`src/efd_pkg.sv`:
```
package efd_pkg;

    localparam logic [7:0] BYTE_FLAG   = 8'h7E;
    localparam logic [7:0] BYTE_ESCAPE = 8'h7D;
    localparam logic [7:0] BYTE_SUFFIX = 8'h00;

    localparam int MAX_PAYLOAD_DEF = 64;

    localparam int CFG_INDEX_W = 2;
    localparam logic [CFG_INDEX_W-1:0] REG_TYPE_CODE_A = 2'd0;
    localparam logic [CFG_INDEX_W-1:0] REG_TYPE_CODE_B = 2'd1;
    localparam logic [CFG_INDEX_W-1:0] REG_TYPE_CODE_C = 2'd2;

    localparam logic [7:0] TYPE_CODE_A_RST = 8'd0;
    localparam logic [7:0] TYPE_CODE_B_RST = 8'd1;
    localparam logic [7:0] TYPE_CODE_C_RST = 8'd2;

    localparam logic [1:0] CLS_OTHER  = 2'd0;
    localparam logic [1:0] CLS_FLAG   = 2'd1;
    localparam logic [1:0] CLS_ESCAPE = 2'd2;
    localparam logic [1:0] CLS_SUFFIX = 2'd3;

    typedef struct packed {
        logic [7:0] data;
        logic [1:0] cls;
        logic       hit_lit;
        logic       hit_esc;
    } t_token;

    typedef struct packed {
        logic [7:0] payload_byte;
        logic       payload_valid;
        logic [7:0] packet_kind;
        logic       last_of_packet;
    } t_result;

endpackage

```
`src/efd_fifo.sv`:
```
module efd_fifo #(
    parameter int WIDTH = 8
) (
    input  logic             i_clk,
    input  logic             i_rst_n,
    input  logic             i_push,
    input  logic [WIDTH-1:0] i_data,
    output logic             o_full,
    input  logic             i_pop,
    output logic [WIDTH-1:0] o_data,
    output logic             o_empty
);

    logic [WIDTH-1:0] r_mem [2];
    logic             r_wr_ptr;
    logic             r_rd_ptr;
    logic [1:0]       r_count;
    logic [1:0]       n_count;

    assign o_full  = (r_count == 2'd2);
    assign o_empty = (r_count == 2'd0);
    assign o_data  = r_mem[r_rd_ptr];

    always_comb begin
        n_count = r_count;
        if (i_push && !i_pop) begin
            n_count = r_count + 2'd1;
        end else if (!i_push && i_pop) begin
            n_count = r_count - 2'd1;
        end
    end

    always_ff @(posedge i_clk) begin
        if (!i_rst_n) begin
            r_wr_ptr <= 1'b0;
            r_rd_ptr <= 1'b0;
            r_count  <= 2'd0;
        end else begin
            r_count <= n_count;
            if (i_push) begin
                r_wr_ptr <= ~r_wr_ptr;
            end
            if (i_pop) begin
                r_rd_ptr <= ~r_rd_ptr;
            end
        end
    end

    always_ff @(posedge i_clk) begin
        if (i_push) begin
            r_mem[r_wr_ptr] <= i_data;
        end
    end

endmodule

```
`src/efd_front.sv`:
```
module efd_front (
    input  logic                             i_clk,
    input  logic                             i_rst_n,
    input  logic                             i_cfg_we,
    input  logic [efd_pkg::CFG_INDEX_W-1:0]  i_cfg_index,
    input  logic [7:0]                       i_cfg_data,
    input  logic [7:0]                       i_rx_byte,
    output efd_pkg::t_token                  o_token
);

    logic [7:0] r_type_a;
    logic [7:0] r_type_b;
    logic [7:0] r_type_c;
    logic [7:0] esc_value;

    always_ff @(posedge i_clk) begin
        if (!i_rst_n) begin
            r_type_a <= efd_pkg::TYPE_CODE_A_RST;
            r_type_b <= efd_pkg::TYPE_CODE_B_RST;
            r_type_c <= efd_pkg::TYPE_CODE_C_RST;
        end else if (i_cfg_we) begin
            case (i_cfg_index)
                efd_pkg::REG_TYPE_CODE_A: r_type_a <= i_cfg_data;
                efd_pkg::REG_TYPE_CODE_B: r_type_b <= i_cfg_data;
                efd_pkg::REG_TYPE_CODE_C: r_type_c <= i_cfg_data;
                default: ;
            endcase
        end
    end

    // value the byte stands for when it follows an escape
    assign esc_value = (i_rx_byte == efd_pkg::BYTE_SUFFIX) ? efd_pkg::BYTE_ESCAPE : i_rx_byte;

    always_comb begin
        o_token.data = i_rx_byte;
        case (i_rx_byte)
            efd_pkg::BYTE_FLAG:   o_token.cls = efd_pkg::CLS_FLAG;
            efd_pkg::BYTE_ESCAPE: o_token.cls = efd_pkg::CLS_ESCAPE;
            efd_pkg::BYTE_SUFFIX: o_token.cls = efd_pkg::CLS_SUFFIX;
            default:              o_token.cls = efd_pkg::CLS_OTHER;
        endcase
        o_token.hit_lit = (i_rx_byte == r_type_a) || (i_rx_byte == r_type_b)
                          || (i_rx_byte == r_type_c);
        o_token.hit_esc = (esc_value == r_type_a) || (esc_value == r_type_b)
                          || (esc_value == r_type_c);
    end

endmodule

```
`src/efd_back.sv`:
```
module efd_back #(
    parameter int MAX_PAYLOAD = efd_pkg::MAX_PAYLOAD_DEF
) (
    input  logic             i_clk,
    input  logic             i_rst_n,
    input  logic             i_tok_empty,
    input  efd_pkg::t_token  i_token,
    output logic             o_tok_pop,
    input  logic             i_out_ready,
    output logic             o_out_push,
    output efd_pkg::t_result o_result
);

    logic       r_boundary_seen;
    logic       r_escape_pending;
    logic       r_kind_known;
    logic [7:0] r_kind_value;
    logic       r_length_known;
    logic [7:0] r_length;
    logic [7:0] r_count;

    logic       n_boundary_seen;
    logic       n_escape_pending;
    logic       n_kind_known;
    logic [7:0] n_kind_value;
    logic       n_length_known;
    logic [7:0] n_length;
    logic [7:0] n_count;

    logic       take;
    logic       decoded;
    logic [7:0] dec_value;
    logic       dec_hit;
    logic       restart;
    logic       emit;
    logic       last;
    logic [7:0] count_inc;

    assign take      = !i_tok_empty && i_out_ready;
    assign o_tok_pop = take;
    assign count_inc = r_count + 8'd1;

    always_comb begin
        decoded   = 1'b0;
        restart   = 1'b0;
        dec_value = i_token.data;
        dec_hit   = i_token.hit_lit;
        n_boundary_seen  = r_boundary_seen;
        n_escape_pending = r_escape_pending;
        if (!r_boundary_seen) begin
            if (i_token.cls == efd_pkg::CLS_FLAG) begin
                n_boundary_seen = 1'b1;
            end
        end else if (!r_escape_pending) begin
            if (i_token.cls == efd_pkg::CLS_ESCAPE) begin
                n_escape_pending = 1'b1;
            end else if (i_token.cls == efd_pkg::CLS_FLAG) begin
                restart = 1'b1;
            end else begin
                decoded = 1'b1;
            end
        end else begin
            n_escape_pending = 1'b0;
            if (i_token.cls == efd_pkg::CLS_FLAG) begin
                decoded = 1'b1;
            end else if (i_token.cls == efd_pkg::CLS_SUFFIX) begin
                decoded   = 1'b1;
                dec_value = efd_pkg::BYTE_ESCAPE;
                dec_hit   = i_token.hit_esc;
            end else begin
                restart = 1'b1;
            end
        end
    end

    always_comb begin
        emit           = 1'b0;
        last           = 1'b0;
        n_kind_known   = r_kind_known;
        n_kind_value   = r_kind_value;
        n_length_known = r_length_known;
        n_length       = r_length;
        n_count        = r_count;
        if (restart) begin
            n_kind_known   = 1'b0;
            n_kind_value   = 8'd0;
            n_length_known = 1'b0;
            n_length       = 8'd0;
            n_count        = 8'd0;
        end else if (decoded) begin
            if (!r_kind_known) begin
                if (dec_hit) begin
                    n_kind_known = 1'b1;
                    n_kind_value = dec_value;
                end
            end else if (!r_length_known) begin
                n_length_known = 1'b1;
                n_length       = dec_value;
                n_count        = 8'd0;
                last           = (dec_value == 8'd0);
            end else if (r_count < 8'(MAX_PAYLOAD)) begin
                n_count = count_inc;
                emit    = 1'b1;
                last    = (count_inc == r_length);
            end
        end
    end

    assign o_out_push              = take && (emit || last);
    assign o_result.payload_byte   = emit ? dec_value : 8'd0;
    assign o_result.payload_valid  = emit;
    assign o_result.packet_kind    = r_kind_value;
    assign o_result.last_of_packet = last;

    always_ff @(posedge i_clk) begin
        if (!i_rst_n) begin
            r_boundary_seen  <= 1'b0;
            r_escape_pending <= 1'b0;
            r_kind_known     <= 1'b0;
            r_kind_value     <= 8'd0;
            r_length_known   <= 1'b0;
            r_length         <= 8'd0;
            r_count          <= 8'd0;
        end else if (take) begin
            if (last) begin
                // packet complete, back to hunting
                r_boundary_seen  <= 1'b0;
                r_escape_pending <= 1'b0;
                r_kind_known     <= 1'b0;
                r_kind_value     <= 8'd0;
                r_length_known   <= 1'b0;
                r_length         <= 8'd0;
                r_count          <= 8'd0;
            end else begin
                r_boundary_seen  <= n_boundary_seen;
                r_escape_pending <= n_escape_pending;
                r_kind_known     <= n_kind_known;
                r_kind_value     <= n_kind_value;
                r_length_known   <= n_length_known;
                r_length         <= n_length;
                r_count          <= n_count;
            end
        end
    end

    a_last_rehunts: assert property (@(posedge i_clk) disable iff (!i_rst_n)
        (o_out_push && o_result.last_of_packet) |=> (!r_boundary_seen && !r_kind_known))
        else $error("packet end did not return to hunting");

    a_length_needs_kind: assert property (@(posedge i_clk) disable iff (!i_rst_n)
        r_length_known |-> r_kind_known)
        else $error("length known without packet kind");

    a_escape_in_frame: assert property (@(posedge i_clk) disable iff (!i_rst_n)
        r_escape_pending |-> r_boundary_seen)
        else $error("escape pending while hunting");

    a_count_bound: assert property (@(posedge i_clk) disable iff (!i_rst_n)
        r_count <= 8'(MAX_PAYLOAD))
        else $error("payload count beyond limit");

    a_push_needs_room: assert property (@(posedge i_clk) disable iff (!i_rst_n)
        o_out_push |-> (i_out_ready && !i_tok_empty))
        else $error("result pushed without room");

endmodule

```
`src/escaped_frame_deframer.sv`:
```
// Byte-stuffed frame receiver: takes one raw byte per clock from push/full, hunts for a
// 0x7E flag, undoes 0x7D escapes, picks the packet kind (first byte matching one of the
// three type code registers), the length byte and then streams payload bytes out through
// empty/pop. Sustained rate is one byte per clock; a byte is registered in the token queue,
// then its result in the result queue. A two-entry queue sits between byte classification
// and the packet state machine and a second one holds results, so input stalls only once
// both queues are full. Payload beyond MAX_PAYLOAD bytes is dropped and such a packet ends
// at a flag or bad escape. Configuration writes are always ready and should be done while idle.
module escaped_frame_deframer #(
    parameter int MAX_PAYLOAD = efd_pkg::MAX_PAYLOAD_DEF
) (
    input  logic                            i_clk,
    input  logic                            i_rst_n,
    input  logic                            push,
    output logic                            full,
    input  logic [7:0]                      i_rx_byte,
    output logic                            empty,
    input  logic                            pop,
    output logic [7:0]                      o_payload_byte,
    output logic                            o_payload_valid,
    output logic [7:0]                      o_packet_kind,
    output logic                            o_last_of_packet,
    input  logic                            i_cfg_valid,
    output logic                            o_cfg_ready,
    input  logic [efd_pkg::CFG_INDEX_W-1:0] i_cfg_index,
    input  logic [7:0]                      i_cfg_data
);

    efd_pkg::t_token  front_token;
    efd_pkg::t_token  back_token;
    efd_pkg::t_result back_result;
    efd_pkg::t_result out_result;
    logic             tok_empty;
    logic             tok_pop;
    logic             out_full;
    logic             out_push;
    logic             out_ready;
    logic             in_take;

    assign o_cfg_ready = 1'b1;
    assign in_take     = push && !full;
    assign out_ready   = !out_full || pop;

    efd_front u_front (
        .i_clk       (i_clk),
        .i_rst_n     (i_rst_n),
        .i_cfg_we    (i_cfg_valid),
        .i_cfg_index (i_cfg_index),
        .i_cfg_data  (i_cfg_data),
        .i_rx_byte   (i_rx_byte),
        .o_token     (front_token)
    );

    efd_fifo #(
        .WIDTH ($bits(efd_pkg::t_token))
    ) u_tok_fifo (
        .i_clk   (i_clk),
        .i_rst_n (i_rst_n),
        .i_push  (in_take),
        .i_data  (front_token),
        .o_full  (full),
        .i_pop   (tok_pop),
        .o_data  (back_token),
        .o_empty (tok_empty)
    );

    efd_back #(
        .MAX_PAYLOAD (MAX_PAYLOAD)
    ) u_back (
        .i_clk       (i_clk),
        .i_rst_n     (i_rst_n),
        .i_tok_empty (tok_empty),
        .i_token     (back_token),
        .o_tok_pop   (tok_pop),
        .i_out_ready (out_ready),
        .o_out_push  (out_push),
        .o_result    (back_result)
    );

    efd_fifo #(
        .WIDTH ($bits(efd_pkg::t_result))
    ) u_out_fifo (
        .i_clk   (i_clk),
        .i_rst_n (i_rst_n),
        .i_push  (out_push),
        .i_data  (back_result),
        .o_full  (out_full),
        .i_pop   (pop && !empty),
        .o_data  (out_result),
        .o_empty (empty)
    );

    assign o_payload_byte   = out_result.payload_byte;
    assign o_payload_valid  = out_result.payload_valid;
    assign o_packet_kind    = out_result.packet_kind;
    assign o_last_of_packet = out_result.last_of_packet;

endmodule
```
`config.mk`:
```
export PLATFORM = sky130hd
export DESIGN_NAME = escaped_frame_deframer
export DESIGN_NICKNAME = d
export VERILOG_FILES = /design/src/efd_pkg.sv /design/src/efd_fifo.sv /design/src/efd_front.sv /design/src/efd_back.sv /design/src/escaped_frame_deframer.sv
export SDC_FILE = /design/constraint.sdc
export NUM_CORES = 1
export LEC_CHECK = 0
export ABC_AREA = 1
export BUFFER_PORTS_ARGS = -buffer_cell sky130_fd_sc_hd__buf_2
export CORE_MARGIN = 3
export CORE_UTILIZATION = 60
export DETAILED_ROUTE_END_ITERATION = 16
export PLACE_DENSITY = 0.91
export SYNTH_ARGS = -nofsm -noshare
export SYNTH_HDL_FRONTEND = slang
export SYNTH_SLANG_ARGS = --single-unit
```
`constraint.sdc`:
```
create_clock -name i_clk -period 4.9 [get_ports i_clk]
set_clock_uncertainty 0.1 [all_clocks]
set_input_delay 0.49 -clock i_clk [delete_from_list [all_inputs] [get_ports i_clk]]
set_output_delay 0.49 -clock i_clk [all_outputs]
set_load 0.02 [all_outputs]
```
==> results of run 1 <==
[flip-flops by register name, indices dropped and copies added, names as in the netlist, named ones only]
signal,flops
u_back.r_length_known,1
u_tok_fifo.r_wr_ptr,1
u_out_fifo.r_rd_ptr,1
u_back.r_length,8
u_tok_fifo.r_mem,24
u_back.r_kind_known,1
u_front.r_type_c,8
u_back.r_count,8
u_tok_fifo.r_rd_ptr,1
u_back.r_boundary_seen,1
u_out_fifo.r_wr_ptr,1
u_front.r_type_a,8
u_out_fifo.r_mem,36
u_front.r_type_b,8
u_tok_fifo.r_count,2
u_back.r_escape_pending,1
u_back.r_kind_value,8
u_out_fifo.r_count,2
[layout by cell type, fill, tap and decap left out, types with 3 or more instances in the layout]
cell type  netlist  routed
edfxtp_1        60      60
nand2_1        103     103
a211oi_1         4       4
inv_1           60      60
nor3_1           7       7
nor4_1           5       5
dfxtp_1         62      62
xnor2_1         11      11
o22ai_1          6       6
clkbuf_16        0      16
nand2_4          3       3
nand4_1          6       6
bufinv_16        0       5
nand2_2          7       7
ha_1             6       6
xor2_1          13      13
nor2_1         114     114
inv_2            4       4
a21oi_1         32      32
o21ai_0         45      45
buf_2            3      42
mux2_2          18      18
nand3_1         42      42
inv_6            0       4
a221oi_1         3       3
[worst max-delay path, stage by stage (launching register included)]
cell	delay, ps
dfxtp_1	520
inv_1	240
or2_2	330
o21ai_0	120
inv_1	100
ha_1	290
nor2_1	40
nor3_1	160
inv_1	90
nor2_1	250
nand3_1	330
inv_1	190
nand2_1	130
a21boi_2	800
[per-layer routing]
metal  share of wire, %  wire (um)  vias to the layer above
met2                 52       7134                      275
met5                  0          0                        -
met1                 37       5081                     2234
met3                6.1        841                       60
li1                   -          -                     2277
met4                4.6        625                        0
[worst min path at each step]
stage                   startpoint                   to  slack (ps)
3_3_place_gp   u_out_fifo.r_rd_ptr  u_out_fifo.r_rd_ptr         340
3_5_place_dp   u_out_fifo.r_rd_ptr             register         340
5_1_grt              i_cfg_data[1]  u_front.r_type_c[1]         130
2_1_floorplan  u_tok_fifo.r_rd_ptr             register         330
4_1_cts              i_cfg_data[0]  u_front.r_type_b[0]         100
6_report             i_cfg_data[1]  u_front.r_type_c[1]         110
[metrics by stage]
stage	area [sq um]	util [%]	setup WS [ps]
finish	6679	71.94	829.3
CTS	6679	71.94	874.9
floorplan	5734	-	1283
global placement	6027	64.92	1164
detailed placement	6027	64.92	897.8
global route	6679	71.94	538.5
[power by group through the flow]
| stage | registers, mW | logic [mW] | clock network [mW] |
|---|---|---|---|
| 6_report | 1.23 | 0.553 | 1.38 |
| 5_1_grt | 1.24 | 0.612 | 1.44 |
| 3_5_place_dp | 1.25 | 0.530 | 0 |
| 4_1_cts | 1.23 | 0.542 | 1.38 |
| 2_1_floorplan | 1.21 | 0.424 | 0 |
| 3_3_place_gp | 1.24 | 0.505 | 0 |
[cells by family after synthesis]
group | Yosys count | share of synthesized area, %
AOI/OAI and AO/OA | 102 | 9.972
xor gates and xnor gates | 24 | 3.666
adders and majority gates | 6 | 1.309
buffers and inverters | 83 | 5.760
DFF | 122 | 53.07
muxes | 18 | 3.535
other | 1 | 0.06540
and+or+nand+nor | 297 | 22.63
[cell type report]
| class | count | area, sq um |
|---|---|---|
| flip-flops and latches | 122 | 3043 |
| fillers | 687 | 2605 |
| multi-input cells | 448 | 2361 |
| clock buffers | 17 | 414.1 |
| inverters | 65 | 244.0 |
| clock inverters | 15 | 237.7 |
| repair buffers | 43 | 217.7 |
| well taps | 129 | 161.4 |
==> flow_metrics.py, run 1 <==
metrics = {
    "status": {
        "status": "finished clean",
    },
    "sta": {
        "setup-tns-final_ps": 0,
        "fin_crit_sh_pct": 83.07,
        "whs_ps": 109.2,
        "tightest_slew_ps": 1042,
        "finalHoldViolCount": 0,
        "drv_slew": 0,
        "post-route-min-period_ps": 4071,
        "fmax_ghz": 0.2457,
        "slew_headroom_pct": 30.13,
        "setup_viol": 0,
        "rsz0062_at_grt": "false",
    },
    "grt": {
        "antenna_found_initial": 0,
        "grt_pass1_wl_um": 22350,
        "use_met3_pct": 6.667,
        "grt_util_met1_pct": 28.13,
        "grt_use_met2_pct": 46.59,
        "grt_pass1_vias": 4763,
        "grt_start_max_net_pins": 47,
        "grt-busiest-layer": "met2",
        "grt_usage_pct": 25.91,
        "grt-ovfl-total": 0,
    },
    "drt": {
        "antenna_left": 0,
        "dr.pass1.iters": 9,
        "drc": 0,
        "drtIter0Drc": 448,
        "via_per_inst": 5.776,
        "wire_per_inst_um": 16.31,
        "vias": 4846,
        "wirelength_um": 13680,
    },
    "worst_setup_path": {
        "cp_data_required_time_ps": 4940,
        "rr_endpoint": "u_out_fifo.r_mem[1][12]",
        "cp_max_fo": 19,
        "cp-endpoint": "u_out_fifo.r_mem[1][12]",
        "endpoint_kind": "register",
        "worstPathArrival_ps": 4110,
        "start_kind": "register",
        "critical_path_class": "register to register",
        "r2r_slack_ps": 830,
        "rr_worst_depth": 13,
    },
    "floorplanning": {
        "die_width_um": 103.8,
        "start_util_pct": 61.77,
        "std_cell_rows": 35,
        "core_area_sq_um": 9284,
        "die_y_um": 103.8,
        "die_area_sq_um": 10770,
        "io_pins": 44,
    },
    "synth": {
        "yosysUniqueCellTypes": 45,
        "yosys.area.top_type": "edfxtp_1",
        "ys_async_sr_fraction_pct": 0,
        "yosysWarnings": 0,
        "synth.avg_cell_area_sq_um": 8.781,
        "synth_most_common_cell": "nor2_1",
        "netlist_instances": 653,
        "synth_flop_cell": "dfxtp_1",
        "synth_area_leaders": "edfxtp_1 (31%), dfxtp_1 (22%), nor2_1 (7.5%)",
        "ys_seq_area_share_pct": 53.07,
        "synth_common_cells": "nor2_1 (114), nand2_1 (103), dfxtp_1 (62)",
        "synth_edf_count": 60,
        "ys_ff_latch": 122,
        "synth_fp_nets": 682,
        "syn-cell-area_sq_um": 5734,
        "synth_top_area_share_pct": 31.42,
    },
    "place": {
        "place_hpwl_um": 9132,
        "dpl.cell_count": 807,
        "port_buffers": 42,
        "gp_congestion": 0.9957,
    },
    "cts": {
        "ctsHoldBuffers": 0,
        "cts.sinks": 122,
        "htree_levels": 4,
        "cts-resized-gates": 0,
        "cts_root_buf": "clkbuf_8",
        "cts_buffers": 17,
        "post_cts_buffers": 0,
        "insertion_delay_ps": 520,
        "path_clk_slew_ps": 60,
        "cts_tree": "built",
        "clockBufferDepth": 2,
    },
    "min_path": {
        "holdCritPathClass": "input port to register",
        "hold_path_depth": 3,
    },
    "pwr": {
        "p_int_mw": 2.227,
        "total_power_mw": 3.164,
        "p_per_area_nw_per_um2": 473.7,
        "p_clk_share_pct": 43.6,
        "seqPwrFrac_pct": 38.9,
        "irDropWorstVdd_uv": 408.9,
        "p_switching_uw": 936.7,
        "p_leak_nw": 2.752,
        "p_sw_share_pct": 29.61,
        "combPwrFrac_pct": 17.5,
    },
    "final_layout": {
        "nets": 726,
        "n_antenna_cell": 0,
        "layout.cells.non_filler": 839,
        "area_growth_pct": 16.47,
        "drive_gt1_share_pct": 16.48,
    },
    "run": {
        "maxCapViolations": 0,
    },
}
Power figures use the tool's default switching activity.
==> run 2, diff against run 1 <==
Clock period 4.9 ns to 3.8 ns, I/O delays scaled along.
==> run 2 against run 1 <==
Compared with the run above:
- register-to-register slack worse by 590 ps
- total power up 23%
- critical endpoint is now u_out_fifo.r_count[1]
- worst setup slack worse by 590 ps
- cell count up 0.72%
- maximum frequency up 14%
- clock-buffer cell count up 1
- largest cell class unchanged
- clock power up 13%
- critical path type unchanged
- critical path depth up 5
- sequential power up 29%
==> flow_metrics.py, run 2 (synthesis results as in run 1) <==
metrics = {
    "pwr": {
        "combPwrFrac_pct": 19.0,
        "p_switching_mw": 1.188,
        "p_per_area_nw_per_um2": 582.1,
        "p_clk_share_pct": 40.1,
        "seqPwrFrac_pct": 40.9,
        "p_leak_nw": 2.737,
        "p_int_mw": 2.690,
        "p_sw_share_pct": 30.64,
        "irDropWorstVdd_uv": 308.1,
    },
    "floorplanning": {
        "std_cell_rows": 35,
        "io_pins": 44,
        "core_area_sq_um": 9284,
        "die_y_um": 103.8,
        "die_area_sq_um": 10770,
        "start_util_pct": 61.77,
        "die_width_um": 103.8,
    },
    "place": {
        "gp_congestion": 0.9028,
        "place_ws_ps": 66.30,
        "port_buffers": 42,
        "place_hpwl_um": 9129,
    },
    "cts": {
        "cts_root_buf": "clkbuf_8",
        "path_clk_slew_ps": 60,
        "insertion_delay_ps": 520,
        "htree_levels": 4,
        "cts_tree": "built",
        "cts.sinks": 122,
        "clockBufferDepth": 2,
        "cts_buffers": 17,
    },
    "sta": {
        "drv_slew": 0,
        "finalHoldViolCount": 0,
        "setup_viol": 0,
        "fin_crit_sh_pct": 93.76,
        "fmax_ghz": 0.2807,
        "tightest_slew_ps": 1073,
        "post-route-min-period_ps": 3563,
        "setup-tns-final_ps": 0,
        "setup_slack_ps": 237.1,
        "rsz0062_at_grt": "false",
        "slew_headroom_pct": 28.19,
    },
    "grt": {
        "antenna_found_initial": 0,
        "grt-ovfl-total": 0,
        "grt_usage_pct": 25.64,
        "grt_start_max_net_pins": 32,
        "grt_pass1_vias": 4732,
        "grt_pass1_wl_um": 21970,
    },
    "worst_setup_path": {
        "cp_max_fo": 12,
        "start_kind": "register",
        "path_common_cell": "inv_1",
        "crit_buf_inv": 5,
        "cp_data_required_time_ps": 4110,
        "slowest_delay_ps": 450,
        "endpoint_kind": "register",
        "critical_path_class": "register to register",
        "rr_worst_depth": 18,
        "cp.depth": 18,
        "worstPathArrival_ps": 3870,
        "path_cells": "clkinvlp_4, or2_2, o21ai_0, inv_1, ha_1, nor3_2, inv_1, a21oi_2, inv_1, nand3_1, inv_1, nand2_1, nand2_2, ha_1, a21oi_1, o21ai_0, o21ai_0, a21oi_1",
        "critPathSlowestCell": "dfxtp_2",
        "path_delay_family": "simple AND/OR/NAND/NOR gates",
    },
    "final_layout": {
        "largest_reg_flops": 36,
        "area_growth_pct": 16.17,
        "final_cell_mix": "nor2_1 (113), nand2_1 (103), dfxtp_1 (61)",
        "mostFrequentLayoutCell": "nor2_1",
        "regMostFlops": "u_out_fifo.r_mem",
        "drive_gt1_share_pct": 17.60,
        "top_regs": "u_out_fifo.r_mem x36, u_tok_fifo.r_mem x24",
        "n_antenna_cell": 0,
        "nets": 732,
    },
    "drt": {
        "antenna_left": 0,
        "wire_per_inst_um": 15.93,
        "routed.top_layer": "met4",
        "wl_met2_um": 6806,
        "wl_met3_um": 800,
        "drtIter0Drc": 332,
        "wl_met1_um": 5164,
        "dr.pass1.iters": 8,
        "drc": 0,
        "wirelength_um": 13460,
        "via_per_inst": 5.723,
        "vias": 4836,
    },
    "min_path": {
        "holdCritPathClass": "input port to register",
        "hold_path_depth": 3,
    },
    "status": {
        "status": "finished clean",
    },
    "run": {
        "maxCapViolations": 0,
    },
}
run 2: cell types whose count changed in the layout (fill, tap and decap cells not counted), moves of 2 or more:
cell and delta:
buf_4 +6, inv_8 -2, inv_6 -3, clkinv_4 +3, bufinv_16 -3, clkinvlp_4 +3
run 2: power by group through the flow:
stage	combinational, mW	sequential (mW)	clock [mW]
3_3_place_gp	0.653	1.60	0
3_5_place_dp	0.685	1.61	0
5_1_grt	0.817	1.60	1.63
6_report	0.736	1.59	1.56
4_1_cts	0.701	1.58	1.57
2_1_floorplan	0.547	1.56	0
run 2: routing by layer:
metal / global-route usage, % / vias to the layer above
met5: 0 / -
met4: 16.90 / 0
met3: 5.732 / 64
met2: 44.53 / 235
met1: 28.14 / 2245
li1: - / 2292
run 2: area by class of cell:
cell class | count | area, sq um
sequential | 122 | 3044
fill | 688 | 2623
multi-input combinational | 448 | 2369
clock buffer | 18 | 427.9
timing repair buffer | 49 | 262.8
inverter | 65 | 247.7
tap | 129 | 161.4
clock inverter | 14 | 148.9
run 2: per-stage QoR:
step	std cells	hold WS [ps]	power, mW	util (%)	instance area (sq um)
6_report	845	19.62	3.878	71.75	6661
3_3_place_gp	810	338.5	2.253	65.16	6050
2_1_floorplan	653	325.7	2.112	-	5734
4_1_cts	842	1.742	3.846	71.37	6626
5_1_grt	845	26.48	4.052	71.75	6661
3_5_place_dp	810	344.5	2.291	65.16	6050
run 2: repair_timing:
action	CTS	global route
setup endpoints to repair	0	39
setup buffers	0	3
gates resized for setup	0	4
hold buffers	0	0
run 2: worst min-delay path: cells and delay by family:
family	cells	cell delay [ps]
buf+inv	1	110
simple gates	2	110
run 2: worst paths after layout:
check	to	startpoint	slack (ps)
max	u_out_fifo.r_count[1]	register	240
min	u_front.r_type_c[1]	i_cfg_data[1]	20
min reg2reg	u_out_fifo.r_rd_ptr	u_out_fifo.r_rd_ptr	360
max reg2reg	u_out_fifo.r_count[1]	register	240
==> run 3, diff against run 2 <==
Settings changed: CAP_MARGIN set to 20, CELL_PAD_IN_SITES_DETAIL_PLACEMENT set to 0, CELL_PAD_IN_SITES_GLOBAL_PLACEMENT set to 2, CORE_UTILIZATION 60 to 37, PLACE_DENSITY 0.91 to 0.9.
==> run 3 against run 2 <==
Compared with the run above:
- flip-flop and latch count unchanged
- combinational power down 2%
- design area increased by 0.15%
- global-route usage fell by 10 points
- via count fell by 8.3%
- die area up 58%
- clock-buffer cell count rose by 2
- non-clock buffer count shrank 1
- register-to-register slack improved by 250 ps
- critical path type unchanged
- largest cell class unchanged
==> flow_metrics.py, run 3 (synthesis results as in run 1) <==
metrics = {
    "status": {
        "status": "finished clean",
    },
    "pwr": {
        "p_per_area_nw_per_um2": 561.0,
        "irDropWorstVdd_uv": 315.3,
        "p_leak_nw": 2.712,
        "total_power_mw": 3.743,
    },
    "drt": {
        "vias": 4435,
        "wirelength_um": 12570,
        "antenna_left": 0,
        "drc": 0,
        "wire_per_inst_um": 13.98,
        "dr.pass1.iters": 5,
        "via_per_inst": 4.933,
        "drtIter0Drc": 273,
    },
    "place": {
        "place_hpwl_um": 9381,
        "gp_congestion": 0.8406,
        "place_ws_ps": 504.1,
        "port_buffers": 42,
    },
    "worst_setup_path": {
        "path_delay_family": "simple AND/OR/NAND/NOR gates",
        "cp_data_required_time_ps": 3990,
        "critical_path_class": "register to register",
        "cp_max_fo": 7,
        "endpoint_kind": "register",
        "critPathSlowestCell": "edfxtp_1",
        "worstPathArrival_ps": 3500,
        "slowest_delay_ps": 370,
        "start_kind": "register",
        "path_common_cell": "o21ai_0",
        "crit_buf_inv": 1,
        "path_cells": "or2_2, o21ai_0, inv_1, ha_1, nand4_1, nand3_1, nor2_1, nand3_1, nand2_2, nand2_4, nor2_1, nand2_1, nand2_2, ha_1, a21oi_1, o21ai_0, o21ai_0, a21oi_1",
    },
    "cts": {
        "cts_tree": "built",
        "path_clk_slew_ps": 50,
        "clockBufferDepth": 2,
        "ctsHoldBuffers": 0,
        "cts.sinks": 122,
        "htree_levels": 4,
        "post_cts_buffers": 0,
        "insertion_delay_ps": 410,
        "cts_buffers": 17,
        "cts-resized-gates": 0,
        "cts_root_buf": "clkbuf_16",
    },
    "final_layout": {
        "top_regs": "u_out_fifo.r_mem x36, u_tok_fifo.r_mem x24",
        "nets": 731,
        "drive_gt1_share_pct": 16.50,
        "area_growth_pct": 16.34,
        "largest_reg_flops": 36,
        "n_antenna_cell": 0,
        "mostFrequentLayoutCell": "nor2_1",
        "post-route-util_pct": 44.88,
        "regMostFlops": "u_out_fifo.r_mem",
        "final_cell_mix": "nor2_1 (114), nand2_1 (103), dfxtp_1 (62)",
    },
    "sta": {
        "fmax_ghz": 0.3021,
        "tightest_slew_ps": 1023,
        "setup_slack_ps": 490.2,
        "finalHoldViolCount": 0,
        "fin_crit_sh_pct": 87.10,
        "rsz0062_at_grt": "false",
        "post-route-min-period_ps": 3310,
        "setup_viol": 0,
        "slew_headroom_pct": 31.54,
        "setup-tns-final_ps": 0,
        "drv_slew": 0,
    },
    "floorplanning": {
        "die_width_um": 130.5,
        "die_area_sq_um": 17030,
        "core_area_sq_um": 14860,
        "die_y_um": 130.5,
        "std_cell_rows": 44,
        "start_util_pct": 38.58,
        "io_pins": 44,
    },
    "grt": {
        "grt_start_max_net_pins": 46,
        "antenna_found_initial": 0,
        "grt_usage_pct": 15.49,
        "grt_pass1_wl_um": 20590,
        "grt_pass1_vias": 4226,
        "grt-ovfl-total": 0,
    },
    "min_path": {
        "holdCritPathClass": "input port to register",
    },
    "run": {
        "maxCapViolations": 0,
    },
}
## run 3: changes by cell type in the layout (fill, tap and decap cells not counted), sizes merged
cell    change
clkinv      -2
bufinv      -1
clkbuf      +2
buf         -1
inv         +1
## run 3: through the flow
step	area [sq um]	std cells	hold slack, ps
after floorplan	5734	653	325.7
after global placement	6133	867	337.3
after detailed placement	6133	867	342.8
after CTS	6671	899	102.8
after global routing	6671	899	117.0
final	6671	899	118.7
## run 3: routing by layer
metal	routed length (um)	track usage, %
met5	0	0
met3	578	3.984
met1	5767	19.02
met4	209	5.808
met2	6012	26.27
## run 3: power breakdown
group	switching (mW)	internal, mW	leakage [nW]	total (mW)
Sequential	0.0730	1.49	1.06	1.57
Clock	0.560	0.892	0.254	1.45
Combinational	0.484	0.241	1.39	0.724
Total	1.12	2.63	2.71	3.74
## run 3: worst paths after layout
path                           from                endpoint  slack, ps  depth (start not counted)
max reg2reg  u_tok_fifo.r_mem[1][2]   u_out_fifo.r_count[1]        490                         18
min reg2reg  u_back.r_kind_value[2]  u_out_fifo.r_mem[1][3]        360                          0
min                   i_cfg_data[6]     u_front.r_type_a[6]        120                          3
max          u_tok_fifo.r_mem[1][2]   u_out_fifo.r_count[1]        490                         18
## run 3: worst register-to-register path, cell delays in order, from the launching register on
cell and delay, ps:
edfxtp_1 370, or2_2 300, o21ai_0 120, inv_1 100, ha_1 230, nand4_1 230
nand3_1 140, nor2_1 130, nand3_1 90, nand2_2 110, nand2_4 80, nor2_1 180
nand2_1 170, nand2_2 100, ha_1 250, a21oi_1 140, o21ai_0 120, o21ai_0 160
a21oi_1 60
## run 3: layout make-up
cell class              count  area, sq um
multi-input cells         448         2361
clock buffers              20        436.7
well taps                 184        230.2
fillers                  1449         8193
clock inverters            12        101.3
inverters                  65        244.0
repair buffers             48        255.2
flip-flops and latches    122         3043
